[config.mk]
export PLATFORM = sky130hd
export DESIGN_NAME = printf_d_s_x_formatter_unit
export DESIGN_NICKNAME = d
export VERILOG_FILES = /design/src/hw/rtl/prfmt_pkg.sv /design/src/hw/rtl/prfmt_digit_unit.sv /design/src/hw/rtl/printf_d_s_x_formatter_unit.sv
export SDC_FILE = /design/constraint.sdc
export NUM_CORES = 1
export LEC_CHECK = 0
export ABC_AREA = 1
export BUFFER_PORTS_ARGS = -buffer_cell sky130_fd_sc_hd__buf_4
export CORE_MARGIN = 5
export CORE_UTILIZATION = 60
export CTS_CLUSTER_DIAMETER = 120
export DETAILED_ROUTE_END_ITERATION = 16
export HOLD_SLACK_MARGIN = 0.12
export PLACE_DENSITY = 0.82
export SETUP_SLACK_MARGIN = 0.2
export SLEW_MARGIN = 15
export SYNTH_ARGS = -nofsm -noshare
export SYNTH_HDL_FRONTEND = slang
export SYNTH_SLANG_ARGS = --single-unit
export TNS_END_PERCENT = 30
[constraint.sdc]
create_clock -name clk -period 4.8 [get_ports clk]
set_input_delay 0 -clock clk [delete_from_list [all_inputs] [get_ports clk]]
set_output_delay 0 -clock clk [all_outputs]
set_load 0.05 [all_outputs]
[src/hw/rtl/prfmt_pkg.sv]
`default_nettype none

package prfmt_pkg;

  // default widths
  localparam int VALUE_BITS_DEF = 32;
  localparam int COUNT_BITS_DEF = 32;

  // digit store of the conversion unit
  localparam int DIGIT_DEPTH = 10;
  localparam int DIGIT_IDX_W = $clog2(DIGIT_DEPTH);

  // request modes
  localparam logic [1:0] MODE_FMT = 2'd0;
  localparam logic [1:0] MODE_INT = 2'd1;
  localparam logic [1:0] MODE_STR = 2'd2;

  // result kinds
  localparam logic [1:0] KIND_CHAR   = 2'd0;
  localparam logic [1:0] KIND_FINISH = 2'd1;
  localparam logic [1:0] KIND_ERR    = 2'd2;

  // pending conversions
  localparam logic [1:0] PEND_NONE = 2'd0;
  localparam logic [1:0] PEND_STR  = 2'd1;
  localparam logic [1:0] PEND_DEC  = 2'd2;
  localparam logic [1:0] PEND_HEX  = 2'd3;

  // characters
  localparam logic [7:0] CH_NUL     = 8'h00;
  localparam logic [7:0] CH_PERCENT = 8'h25;
  localparam logic [7:0] CH_MINUS   = 8'h2d;
  localparam logic [7:0] CH_S       = 8'h73;
  localparam logic [7:0] CH_D       = 8'h64;
  localparam logic [7:0] CH_X       = 8'h78;

  localparam int NULL_LEN = 6;

  // status of the conversion unit
  typedef struct packed {
    logic                   busy;
    logic [DIGIT_IDX_W-1:0] top_index;
  } digit_status_t;

  // lowercase hex digit character
  function automatic logic [7:0] hex_char(input logic [3:0] d);
    logic [7:0] c;
    case (d)
      4'd0:    c = 8'h30;
      4'd1:    c = 8'h31;
      4'd2:    c = 8'h32;
      4'd3:    c = 8'h33;
      4'd4:    c = 8'h34;
      4'd5:    c = 8'h35;
      4'd6:    c = 8'h36;
      4'd7:    c = 8'h37;
      4'd8:    c = 8'h38;
      4'd9:    c = 8'h39;
      4'd10:   c = 8'h61;
      4'd11:   c = 8'h62;
      4'd12:   c = 8'h63;
      4'd13:   c = 8'h64;
      4'd14:   c = 8'h65;
      default: c = 8'h66;
    endcase
    return c;
  endfunction

  // characters of the null string text
  function automatic logic [7:0] null_char(input logic [2:0] i);
    logic [7:0] c;
    case (i)
      3'd0:    c = 8'h28;
      3'd1:    c = 8'h6e;
      3'd2:    c = 8'h75;
      3'd3:    c = 8'h6c;
      3'd4:    c = 8'h6c;
      default: c = 8'h29;
    endcase
    return c;
  endfunction

endpackage

`default_nettype wire

[src/hw/rtl/prfmt_digit_unit.sv]
`default_nettype none

module prfmt_digit_unit
  import prfmt_pkg::*;
#(
  parameter int VALUE_BITS = VALUE_BITS_DEF
) (
  input  wire logic                   clk,
  input  wire logic                   rst,
  input  wire logic                   start,
  input  wire logic                   decimal,
  input  wire logic [VALUE_BITS-1:0]  value,
  input  wire logic [DIGIT_IDX_W-1:0] rd_index,
  output      logic [3:0]             rd_digit,
  output      digit_status_t          status
);

  localparam int CNT_W = $clog2(VALUE_BITS + 1);

  logic [VALUE_BITS-1:0] work;
  logic [3:0]            digits [DIGIT_DEPTH];
  logic [3:0]            adjusted [DIGIT_DEPTH];
  logic                  carry;
  logic                  dec_mode;
  logic [CNT_W-1:0]      bit_cnt;
  logic [DIGIT_IDX_W-1:0] top_index;

  // add-3 correction for decimal, plain nibbles for hex
  always_comb begin
    for (int i = 0; i < DIGIT_DEPTH; i++) begin
      adjusted[i] = (dec_mode && digits[i] >= 4'd5) ? digits[i] + 4'd3 : digits[i];
    end
  end

  // bit counter, control only
  always_ff @(posedge clk) begin
    if (rst) begin
      bit_cnt <= '0;
    end else if (start) begin
      bit_cnt <= CNT_W'(VALUE_BITS);
    end else if (bit_cnt != '0) begin
      bit_cnt <= bit_cnt - CNT_W'(1);
    end
  end

  // one bit of the value shifted into the digit store per cycle
  always_ff @(posedge clk) begin
    if (start) begin
      work     <= value;
      dec_mode <= decimal;
      carry    <= 1'b0;
      for (int i = 0; i < DIGIT_DEPTH; i++) begin
        digits[i] <= 4'd0;
      end
    end else if (bit_cnt != '0) begin
      work      <= {work[VALUE_BITS-2:0], 1'b0};
      carry     <= carry | adjusted[DIGIT_DEPTH-1][3];
      digits[0] <= {adjusted[0][2:0], work[VALUE_BITS-1]};
      for (int i = 1; i < DIGIT_DEPTH; i++) begin
        digits[i] <= {adjusted[i][2:0], adjusted[i-1][3]};
      end
    end
  end

  // most significant digit to print; all ten once the value overflowed the store
  always_comb begin
    top_index = '0;
    for (int i = 1; i < DIGIT_DEPTH; i++) begin
      if (digits[i] != 4'd0) begin
        top_index = DIGIT_IDX_W'(i);
      end
    end
    if (carry) begin
      top_index = DIGIT_IDX_W'(DIGIT_DEPTH - 1);
    end
  end

  assign status.busy      = (bit_cnt != '0);
  assign status.top_index = top_index;
  assign rd_digit         = digits[rd_index];

endmodule

`default_nettype wire

[src/hw/rtl/printf_d_s_x_formatter_unit.sv]
`default_nettype none
// plain requests: the result is held in S_ONE, then written to the output register once it is free
// integer requests: converted in the shared shift/add-3 digit unit, then the top digit is
//   located and the digits go out one by one; a minus sign goes out during conversion
// requests: one at a time; the next request is taken
//   once the last result is in the output register, which holds it while that request is accepted
// reset: synchronous active high, clears state, counters and the output valid flag

module printf_d_s_x_formatter_unit
  import prfmt_pkg::*;
#(
  parameter int VALUE_BITS = VALUE_BITS_DEF,
  parameter int COUNT_BITS = COUNT_BITS_DEF
) (
  input  wire logic        clk,
  input  wire logic        rst,
  input  wire logic        s_tvalid,
  output      logic        s_tready,
  input  wire logic [39:0] s_tdata,   // byte_value, number_value
  input  wire logic [3:0]  s_tuser,   // mode[1:0], string_null, string_empty
  input  wire logic        s_tlast,   // string_last
  output      logic        m_tvalid,
  input  wire logic        m_tready,
  output      logic [39:0] m_tdata,   // out_byte, char_count
  output      logic [1:0]  m_tuser,   // out_kind
  output      logic        m_tlast    // run_last
);

  localparam int NW = (VALUE_BITS > 32) ? VALUE_BITS : 32;
  localparam int CW = (COUNT_BITS > 32) ? COUNT_BITS : 32;

  localparam logic [2:0] S_IDLE  = 3'd0;
  localparam logic [2:0] S_ONE   = 3'd1;
  localparam logic [2:0] S_NULL  = 3'd2;
  localparam logic [2:0] S_SIGN  = 3'd3;
  localparam logic [2:0] S_CONV  = 3'd4;
  localparam logic [2:0] S_DIGIT = 3'd5;

  logic [2:0]             state, state_next;
  logic                   percent_seen, percent_seen_next;
  logic [1:0]             pending, pending_next;
  logic [COUNT_BITS-1:0]  written_count, written_count_next;
  logic [7:0]             hold_byte, hold_byte_next;
  logic [1:0]             hold_kind, hold_kind_next;
  logic [2:0]             null_idx, null_idx_next;
  logic [DIGIT_IDX_W-1:0] digit_idx, digit_idx_next;

  logic [7:0]  out_byte;
  logic [1:0]  out_kind;
  logic        out_last;
  logic [31:0] out_count;

  // request fields
  logic [1:0]  in_mode;
  logic [7:0]  in_byte;
  logic        in_null;
  logic        in_empty;
  logic [NW-1:0]         num_ext;
  logic [VALUE_BITS-1:0] num_cut;
  logic [VALUE_BITS-1:0] num_mag;
  logic                  num_neg;

  logic accept;
  logic slot_free;
  logic emit_go;
  logic [7:0] emit_byte;
  logic [1:0] emit_kind;
  logic       emit_last;
  logic [COUNT_BITS-1:0] count_inc;
  logic [CW-1:0]         emit_count_ext;

  logic          conv_start;
  logic          conv_decimal;
  logic [3:0]    rd_digit;
  digit_status_t dstat;

  assign in_mode  = s_tuser[1:0];
  assign in_null  = s_tuser[2];
  assign in_empty = s_tuser[3];
  assign in_byte  = s_tdata[7:0];
  assign num_ext  = NW'(s_tdata[39:8]);
  assign num_cut  = num_ext[VALUE_BITS-1:0];
  assign conv_decimal = (pending == PEND_DEC);
  assign num_neg  = conv_decimal && num_cut[VALUE_BITS-1];
  assign num_mag  = num_neg ? (~num_cut + VALUE_BITS'(1)) : num_cut;

  assign s_tready  = (state == S_IDLE);
  assign accept    = s_tvalid && s_tready;
  assign slot_free = !m_tvalid || m_tready;

  // shared digit conversion unit
  prfmt_digit_unit #(
    .VALUE_BITS(VALUE_BITS)
  ) u_digits (
    .clk     (clk),
    .rst     (rst),
    .start   (conv_start),
    .decimal (conv_decimal),
    .value   (num_mag),
    .rd_index(digit_idx),
    .rd_digit(rd_digit),
    .status  (dstat)
  );

  // result selection for the emitting states
  always_comb begin
    emit_byte = hold_byte;
    emit_kind = KIND_CHAR;
    emit_last = 1'b1;
    emit_go   = 1'b0;
    unique case (state)
      S_ONE: begin
        emit_byte = hold_byte;
        emit_kind = hold_kind;
        emit_go   = slot_free;
      end
      S_NULL: begin
        emit_byte = null_char(null_idx);
        emit_last = (null_idx == 3'(NULL_LEN - 1));
        emit_go   = slot_free;
      end
      S_SIGN: begin
        emit_byte = CH_MINUS;
        emit_last = 1'b0;
        emit_go   = slot_free;
      end
      S_DIGIT: begin
        emit_byte = hex_char(rd_digit);
        emit_last = (digit_idx == '0);
        emit_go   = slot_free;
      end
      default: begin
        emit_go = 1'b0;
      end
    endcase
  end

  // saturating character count
  assign count_inc = (written_count == {COUNT_BITS{1'b1}}) ? written_count
                                                           : written_count + COUNT_BITS'(1);
  assign emit_count_ext = (emit_kind == KIND_CHAR) ? CW'(count_inc) : CW'(written_count);

  // sequencer
  always_comb begin
    state_next         = state;
    percent_seen_next  = percent_seen;
    pending_next       = pending;
    written_count_next = written_count;
    hold_byte_next     = hold_byte;
    hold_kind_next     = hold_kind;
    null_idx_next      = null_idx;
    digit_idx_next     = digit_idx;
    conv_start         = 1'b0;

    unique case (state)
      S_IDLE: begin
        if (accept) begin
          hold_kind_next = KIND_CHAR;
          hold_byte_next = in_byte;
          if (in_mode == MODE_FMT && pending == PEND_NONE) begin
            if (in_byte == CH_NUL) begin
              percent_seen_next = 1'b0;
              hold_kind_next    = KIND_FINISH;
              hold_byte_next    = 8'd0;
              state_next        = S_ONE;
            end else if (percent_seen) begin
              percent_seen_next = 1'b0;
              case (in_byte)
                CH_S:       pending_next = PEND_STR;
                CH_D:       pending_next = PEND_DEC;
                CH_X:       pending_next = PEND_HEX;
                CH_PERCENT: state_next   = S_ONE;
                default:    state_next   = S_IDLE;
              endcase
            end else if (in_byte == CH_PERCENT) begin
              percent_seen_next = 1'b1;
            end else begin
              state_next = S_ONE;
            end
          end else if (in_mode == MODE_INT && (pending == PEND_DEC || pending == PEND_HEX)) begin
            conv_start   = 1'b1;
            pending_next = PEND_NONE;
            state_next   = num_neg ? S_SIGN : S_CONV;
          end else if (in_mode == MODE_STR && pending == PEND_STR) begin
            if (in_null) begin
              pending_next  = PEND_NONE;
              null_idx_next = '0;
              state_next    = S_NULL;
            end else begin
              if (!in_empty && in_byte != CH_NUL) begin
                state_next = S_ONE;
              end
              if (s_tlast) begin
                pending_next = PEND_NONE;
              end
            end
          end else begin
            hold_kind_next = KIND_ERR;
            hold_byte_next = 8'd0;
            state_next     = S_ONE;
          end
        end
      end
      S_ONE: begin
        if (emit_go) begin
          state_next = S_IDLE;
        end
      end
      S_NULL: begin
        if (emit_go) begin
          null_idx_next = null_idx + 3'd1;
          if (emit_last) begin
            state_next = S_IDLE;
          end
        end
      end
      S_SIGN: begin
        if (emit_go) begin
          state_next = S_CONV;
        end
      end
      S_CONV: begin
        if (!dstat.busy) begin
          digit_idx_next = dstat.top_index;
          state_next     = S_DIGIT;
        end
      end
      S_DIGIT: begin
        if (emit_go) begin
          digit_idx_next = digit_idx - DIGIT_IDX_W'(1);
          if (emit_last) begin
            state_next = S_IDLE;
          end
        end
      end
      default: begin
        state_next = S_IDLE;
      end
    endcase

    // count follows each emitted result
    if (emit_go) begin
      if (emit_kind == KIND_CHAR) begin
        written_count_next = count_inc;
      end else if (emit_kind == KIND_FINISH) begin
        written_count_next = '0;
      end
    end
  end

  // control registers
  always_ff @(posedge clk) begin
    if (rst) begin
      state         <= S_IDLE;
      percent_seen  <= 1'b0;
      pending       <= PEND_NONE;
      written_count <= '0;
    end else begin
      state         <= state_next;
      percent_seen  <= percent_seen_next;
      pending       <= pending_next;
      written_count <= written_count_next;
    end
  end

  // payload holding registers
  always_ff @(posedge clk) begin
    hold_byte <= hold_byte_next;
    hold_kind <= hold_kind_next;
    null_idx  <= null_idx_next;
    digit_idx <= digit_idx_next;
  end

  // output register
  always_ff @(posedge clk) begin
    if (rst) begin
      m_tvalid <= 1'b0;
    end else if (emit_go) begin
      m_tvalid <= 1'b1;
    end else if (m_tready) begin
      m_tvalid <= 1'b0;
    end
  end

  always_ff @(posedge clk) begin
    if (emit_go) begin
      out_byte  <= emit_byte;
      out_kind  <= emit_kind;
      out_last  <= emit_last;
      out_count <= emit_count_ext[31:0];
    end
  end

  assign m_tdata = {out_count, out_byte};
  assign m_tuser = out_kind;
  assign m_tlast = out_last;

`ifndef SYNTH
  // a new request is never taken while the digit unit still runs
  assert property (@(posedge clk) disable iff (rst) s_tready |-> !dstat.busy)
    else $error("request accepted while digit conversion busy");

  // a waiting percent never coexists with a pending argument
  assert property (@(posedge clk) disable iff (rst)
    percent_seen |-> (pending == PEND_NONE))
    else $error("percent seen with argument pending");

  // finishing a call clears the count
  assert property (@(posedge clk) disable iff (rst)
    (emit_go && emit_kind == KIND_FINISH) |=> (written_count == '0))
    else $error("count not cleared after finish");

  // digits are read only once the conversion has completed
  assert property (@(posedge clk) disable iff (rst)
    (state == S_DIGIT) |-> !dstat.busy)
    else $error("digit read during conversion");
`endif

endmodule

`default_nettype wire

Word-level counts from Yosys, hierarchy flattened:

Memory sizes are Yosys's and may differ from the RTL's. A register that Yosys moved wholly into a read port is not among the register bits.
Cells that the tools add are included.

* output and inout port bits: 45
* bits in latches: 0
* flip-flop bits (word level): 139
* memories: 2
* bits of input ports: 49
* bits in read-only memories: 96
* bits in writable memories: 40
* word-level logic and storage cells: 255

* shift operators: 0
* divide/modulo/power cells: 0
* muxes and demuxes: 102
* magnitude comparators: 10
* reduce and logical (&&, ||, !) cells: 57
* equality and inequality tests: 39
* multipliers: 0
* bitwise logic cells: 12
* add/subtract/negate cells: 15

Memories
* (no name shown): words 16, bits a word 6, read ports 1, clocked after Yosys merged registers in 0, write ports 0, line prfmt_pkg.sv:48 `case (d)`
* u_digits.digits: words 10, bits a word 4, read ports 11, clocked after Yosys merged registers in 1, write ports 10, line prfmt_digit_unit.sv:21 `logic [3:0] digits [DIGIT_DEPTH];`

Operator list (number)
* $mux 32: 7
* $mux 4: 26
* $mux 3: 25
* $add 32x1->32 const B: 2
* $add 4x2->4 const B: 10
* $ge 4x3->1 const B: 10
* $reduce_bool 4->1: 10
* $eq 32x32->1 const B: 1
* $mux 8: 4
* $not 32->32: 1
* $pmux 7 s4: 1
* $mux 2: 13
* $eq 8x7->1 const B: 3
* $pmux 8 s3: 1
* $ne 2x2->1 const B: 9
* $mux 1: 17
* $logic_and 1x1->1: 16
* $pmux 3 s5: 1
* $reduce_and 7->1: 2
* $eq 3x2->1 const B: 4
* $eq 3x3->1 const B: 4
* $mux 6: 2
* $pmux 3 s2: 2
* $or 1x1->1: 11
* other kinds (31): 53

Depth between registers and ports, before layout:

An unclocked memory read counts as a cell.

* depth after elaboration: 15
* mapped depth: 14
* mapped depth without buffers: 14

Hierarchy:

From an unflattened synthesis, not the netlist that was laid out.

* cells, all modules: 1433
* area, all modules: 11210.8 µm²

By module, submodules not included
* printf_d_s_x_formatter_unit: seq. area each 2582.5 µm², cells each 887, times used 1, area each 6498.7 µm²
* prfmt_digit_unit: seq. area each 2332.2 µm², cells each 546, times used 1, area each 4712.0 µm²

Least setup slack after synthesis:

No wires, ideal clock.

* kind: reg2reg
* start: register state[0]
* end: memory u_digits.digits[0][0] (enable)
* required time: 4.374 ns
* arrival time: 2.566 ns
* buffers on the path: 0
* stages on the path, launching flop included: 8
* library setup time: 0.426 ns
* path slack: 1.808 ns
* clock period less this slack: 2.992 ns
* cell sequence: dfxtp_1 -> nor2_2 -> nand2_2 -> nor2_4 -> inv_2 -> nor2_4 -> nor2_1 -> inv_1

RTL lines
* from (decl): line printf_d_s_x_formatter_unit.sv:39 `logic [2:0] state, state_next;`
* from (signal assigned): line printf_d_s_x_formatter_unit.sv:259 `state <= state_next;`
* to (decl): line prfmt_digit_unit.sv:21

==> results.md <==
- Starting density of the core: 0.615
- Drt wl/cell: 15.6 µm
- Vert. Die Dim: 146 µm
- Final wirelength: 28.2 mm
- Cell count after synthesis: 1434
- Post-synth EDFFs: 133
- Switching share of power: 0.451
- Most common cell in the netlist: nand2_1
- Vias: 10400
- Hold path startpoint: s_tlast
- Area Growth Syn to Fin: 17.3%
- Synth area leaders: edfxtp_1 36%, nand2_1 11%, dfxtp_1 9.0%, inv_1 6.5%, o21ai_0 5.5%
- Final Non-Filler Cells: 1807
- Final Hold Viols: 0
- CTS clock-pin slew for the worst setup and hold paths: 70 ps
- Syn. warnings: 0
- ANT nets after route: 0
- CTS H-tree depth: 4
- Main flop type after synthesis: edfxtp_1
- Yosys reg bits: 183
- Post-synthesis sequential area ratio: 0.449
- Fin area: 13000 µm²
- Worst Path Arrival: 3410 ps
- Worst setup path class: reg -> reg
- GRT Total Usage: 0.259
- Worst Setup Start Kind: register
- Asr flop ratio synth: 0
- Setup crit start: state[0]
- Rows: 49
- Ports: 94
- Area leader, netlist: edfxtp_1
- Setup ws final: 1560 ps
- Initial antenna violation count: 2
- Vias per inst: 5.75
- PD cells: 664 nW/µm²
- CP Max Fanout: 51
- Post-Route Utilization: 0.721
- Worst Hold Margin: 214 ps
- Multi-input gate area: 5160 µm²
- Worst-skew pair later-pin latency: 430 ps
- IR drop worst, VDD: 550 µV
- Setup WS pre-CTS: 1650 ps
- FF+latch area: 4990 µm²
- Synth top area share: 0.359
- Post-Syn Area per Cell: 7.76 µm²
- # fillers: 1324
- Leak: 5.68 nW
- Switch Pwr: 3.90 mW
- Final setup viols: 0
- Period minus WS final: 3240 ps
- Share of cells above drive strength 1: 0.117
- Post_cts resized: 0
- CP endpoint kind: register
- Flop pwr share: 0.379
- Clock root cell: clkbuf_16
- Fin. max-slew vios: 0
- Post-DP HPWL: 19.0 mm
- CORE AREA: 18100 µm²
- DP Area: 11900 µm²
- Overall die area: 21400 µm²
- Max cap viols: 0
- Syn nets: 1516
- RR Startpoint: state[0]
- Starting DRC count in detailed routing: 1047
- Placed cells: 1724
- Worst slew margin: 0.222
- Total gr overflow: 0
- Tcrit/Tclk final: 0.674
- Vias in the first global route: 9809
- Highest clock rate: 309 MHz
- Worst Path Required: 4970 ps
- RePlAce Congestion: 0.958
- Worst hold path class: in -> reg
- Clock Tree Buf Depth: 2
- Final Skew: 8.91 ps
- DR pass1 iterations: 6
- RSZ-0062 raised after global routing: no
- Port-buffer cells: 93
- Comb power frac: 0.453
- Clock sink total: 183
- First-pass GRT wire length: 46.3 mm
- Chip width: 146 µm
- Num CTS Buffers: 17
- Pwr Total: 8.66 mW
- DRC Markers: 0
- Synth cell types: 45
- Commonest cells in the netlist: 330 x nand2_1, 193 x inv_1, 138 x nor2_1
- Cell area after synthesis: 11100 µm²
- Status: finished, final reports clean
- Nets: 1645
- Tightest Pin Transition: 1160 ps
- Clk pwr share: 0.168
- Largest net degree at the start of global routing: 65
- Internal Power: 4.75 mW
- TNS Setup: 0 ps
- CTS tree: yes
## final cells by class
type | count | share of cell area
inverters | 207 | 0.0596
repair buffers | 145 | 0.0929
flip-flops and latches | 183 | 0.383
well taps | 229 | 0.0220
diodes | 2 | 0.000384
clock buffers | 17 | 0.0326
clock inverters | 15 | 0.0137
multi-input cells | 1009 | 0.396
## critical path: stages (launching register included)
cell and delay [ps]:
dfxtp_1 350, nor2_2 190, nand2_2 140, nor2_4 320, inv_2 110, nor2_4 420
inv_2 450, nand2_2 500, inv_2 280, o21ai_0 150, a21oi_1 60
## worst paths after layout
kind | to | slack [ps] | cells after the start
hold reg to reg | u_digits.carry | 490 | 2
hold / removal | pending[0] | 210 | 6
setup / recovery | u_digits.digits[8][2] | 1560 | 10
setup reg to reg | u_digits.digits[8][2] | 1560 | 10
## kinds of logic (layout without fill, tap and decap cells)
group                    after synthesis  in the layout  synth area share
other                                  0              2                 0
buffers and inverters                242            384            0.0871
adder cells (fa/ha/maj)               33             33            0.0371
XOR/XNOR                              39             39            0.0307
multiplexers                           1              1          0.000900
AO/OA/AOI/OAI                        279            279             0.140
flip-flops                           183            183             0.449
AND/OR/NAND/NOR                      657            657             0.255
## routing by layer
layer	routed length, µm	vias up	global-route usage
met1	11700	4767	0.335
li1	-	5033	-
met2	13500	497	0.437
met5	0	-	0
met3	2020	90	0.0468
met4	965	0	0.0969
## state kept, by name (all words and copies together), names as in the netlist, 2 cells and up, named ones only
name              count
u_digits.digits      40
hold_byte             8
u_digits.work        32
null_idx              3
out_byte              8
digit_idx             4
pending               2
state                 3
hold_kind             2
out_count            32
m_tuser               2
u_digits.bit_cnt      6
written_count        32
## cells in the final DEF, fill, tap and decap left out, types with 34 or more instances in the layout
cell type,n
a21oi_1,71
buf_4,96
dfxtp_1,50
dlygate4sd3_1,49
edfxtp_1,133
inv_1,192
nand2_1,330
nand3_1,110
nor2_1,138
o21ai_0,122
xor2_1,34
## power by group through the flow
| stage | Combinational [mW] | Clock, mW | Sequential, mW |
|---|---|---|---|
| 2_1_floorplan | 2.30 | 0 | 3.82 |
| 3_3_place_gp | 3.72 | 0 | 3.27 |
| 3_5_place_dp | 3.82 | 0 | 3.27 |
| 4_1_cts | 3.90 | 1.46 | 3.26 |
| 5_1_grt | 4.35 | 1.52 | 3.36 |
| 6_report | 3.92 | 1.45 | 3.28 |
## timing repair
action                                  in CTS  in global routing
buffers inserted                             0                  0
hold buffers                                49                  0
endpoints found under the hold margin       66                  0
endpoints found under the setup margin       0                  0
(Power assumes the default switching activity.)
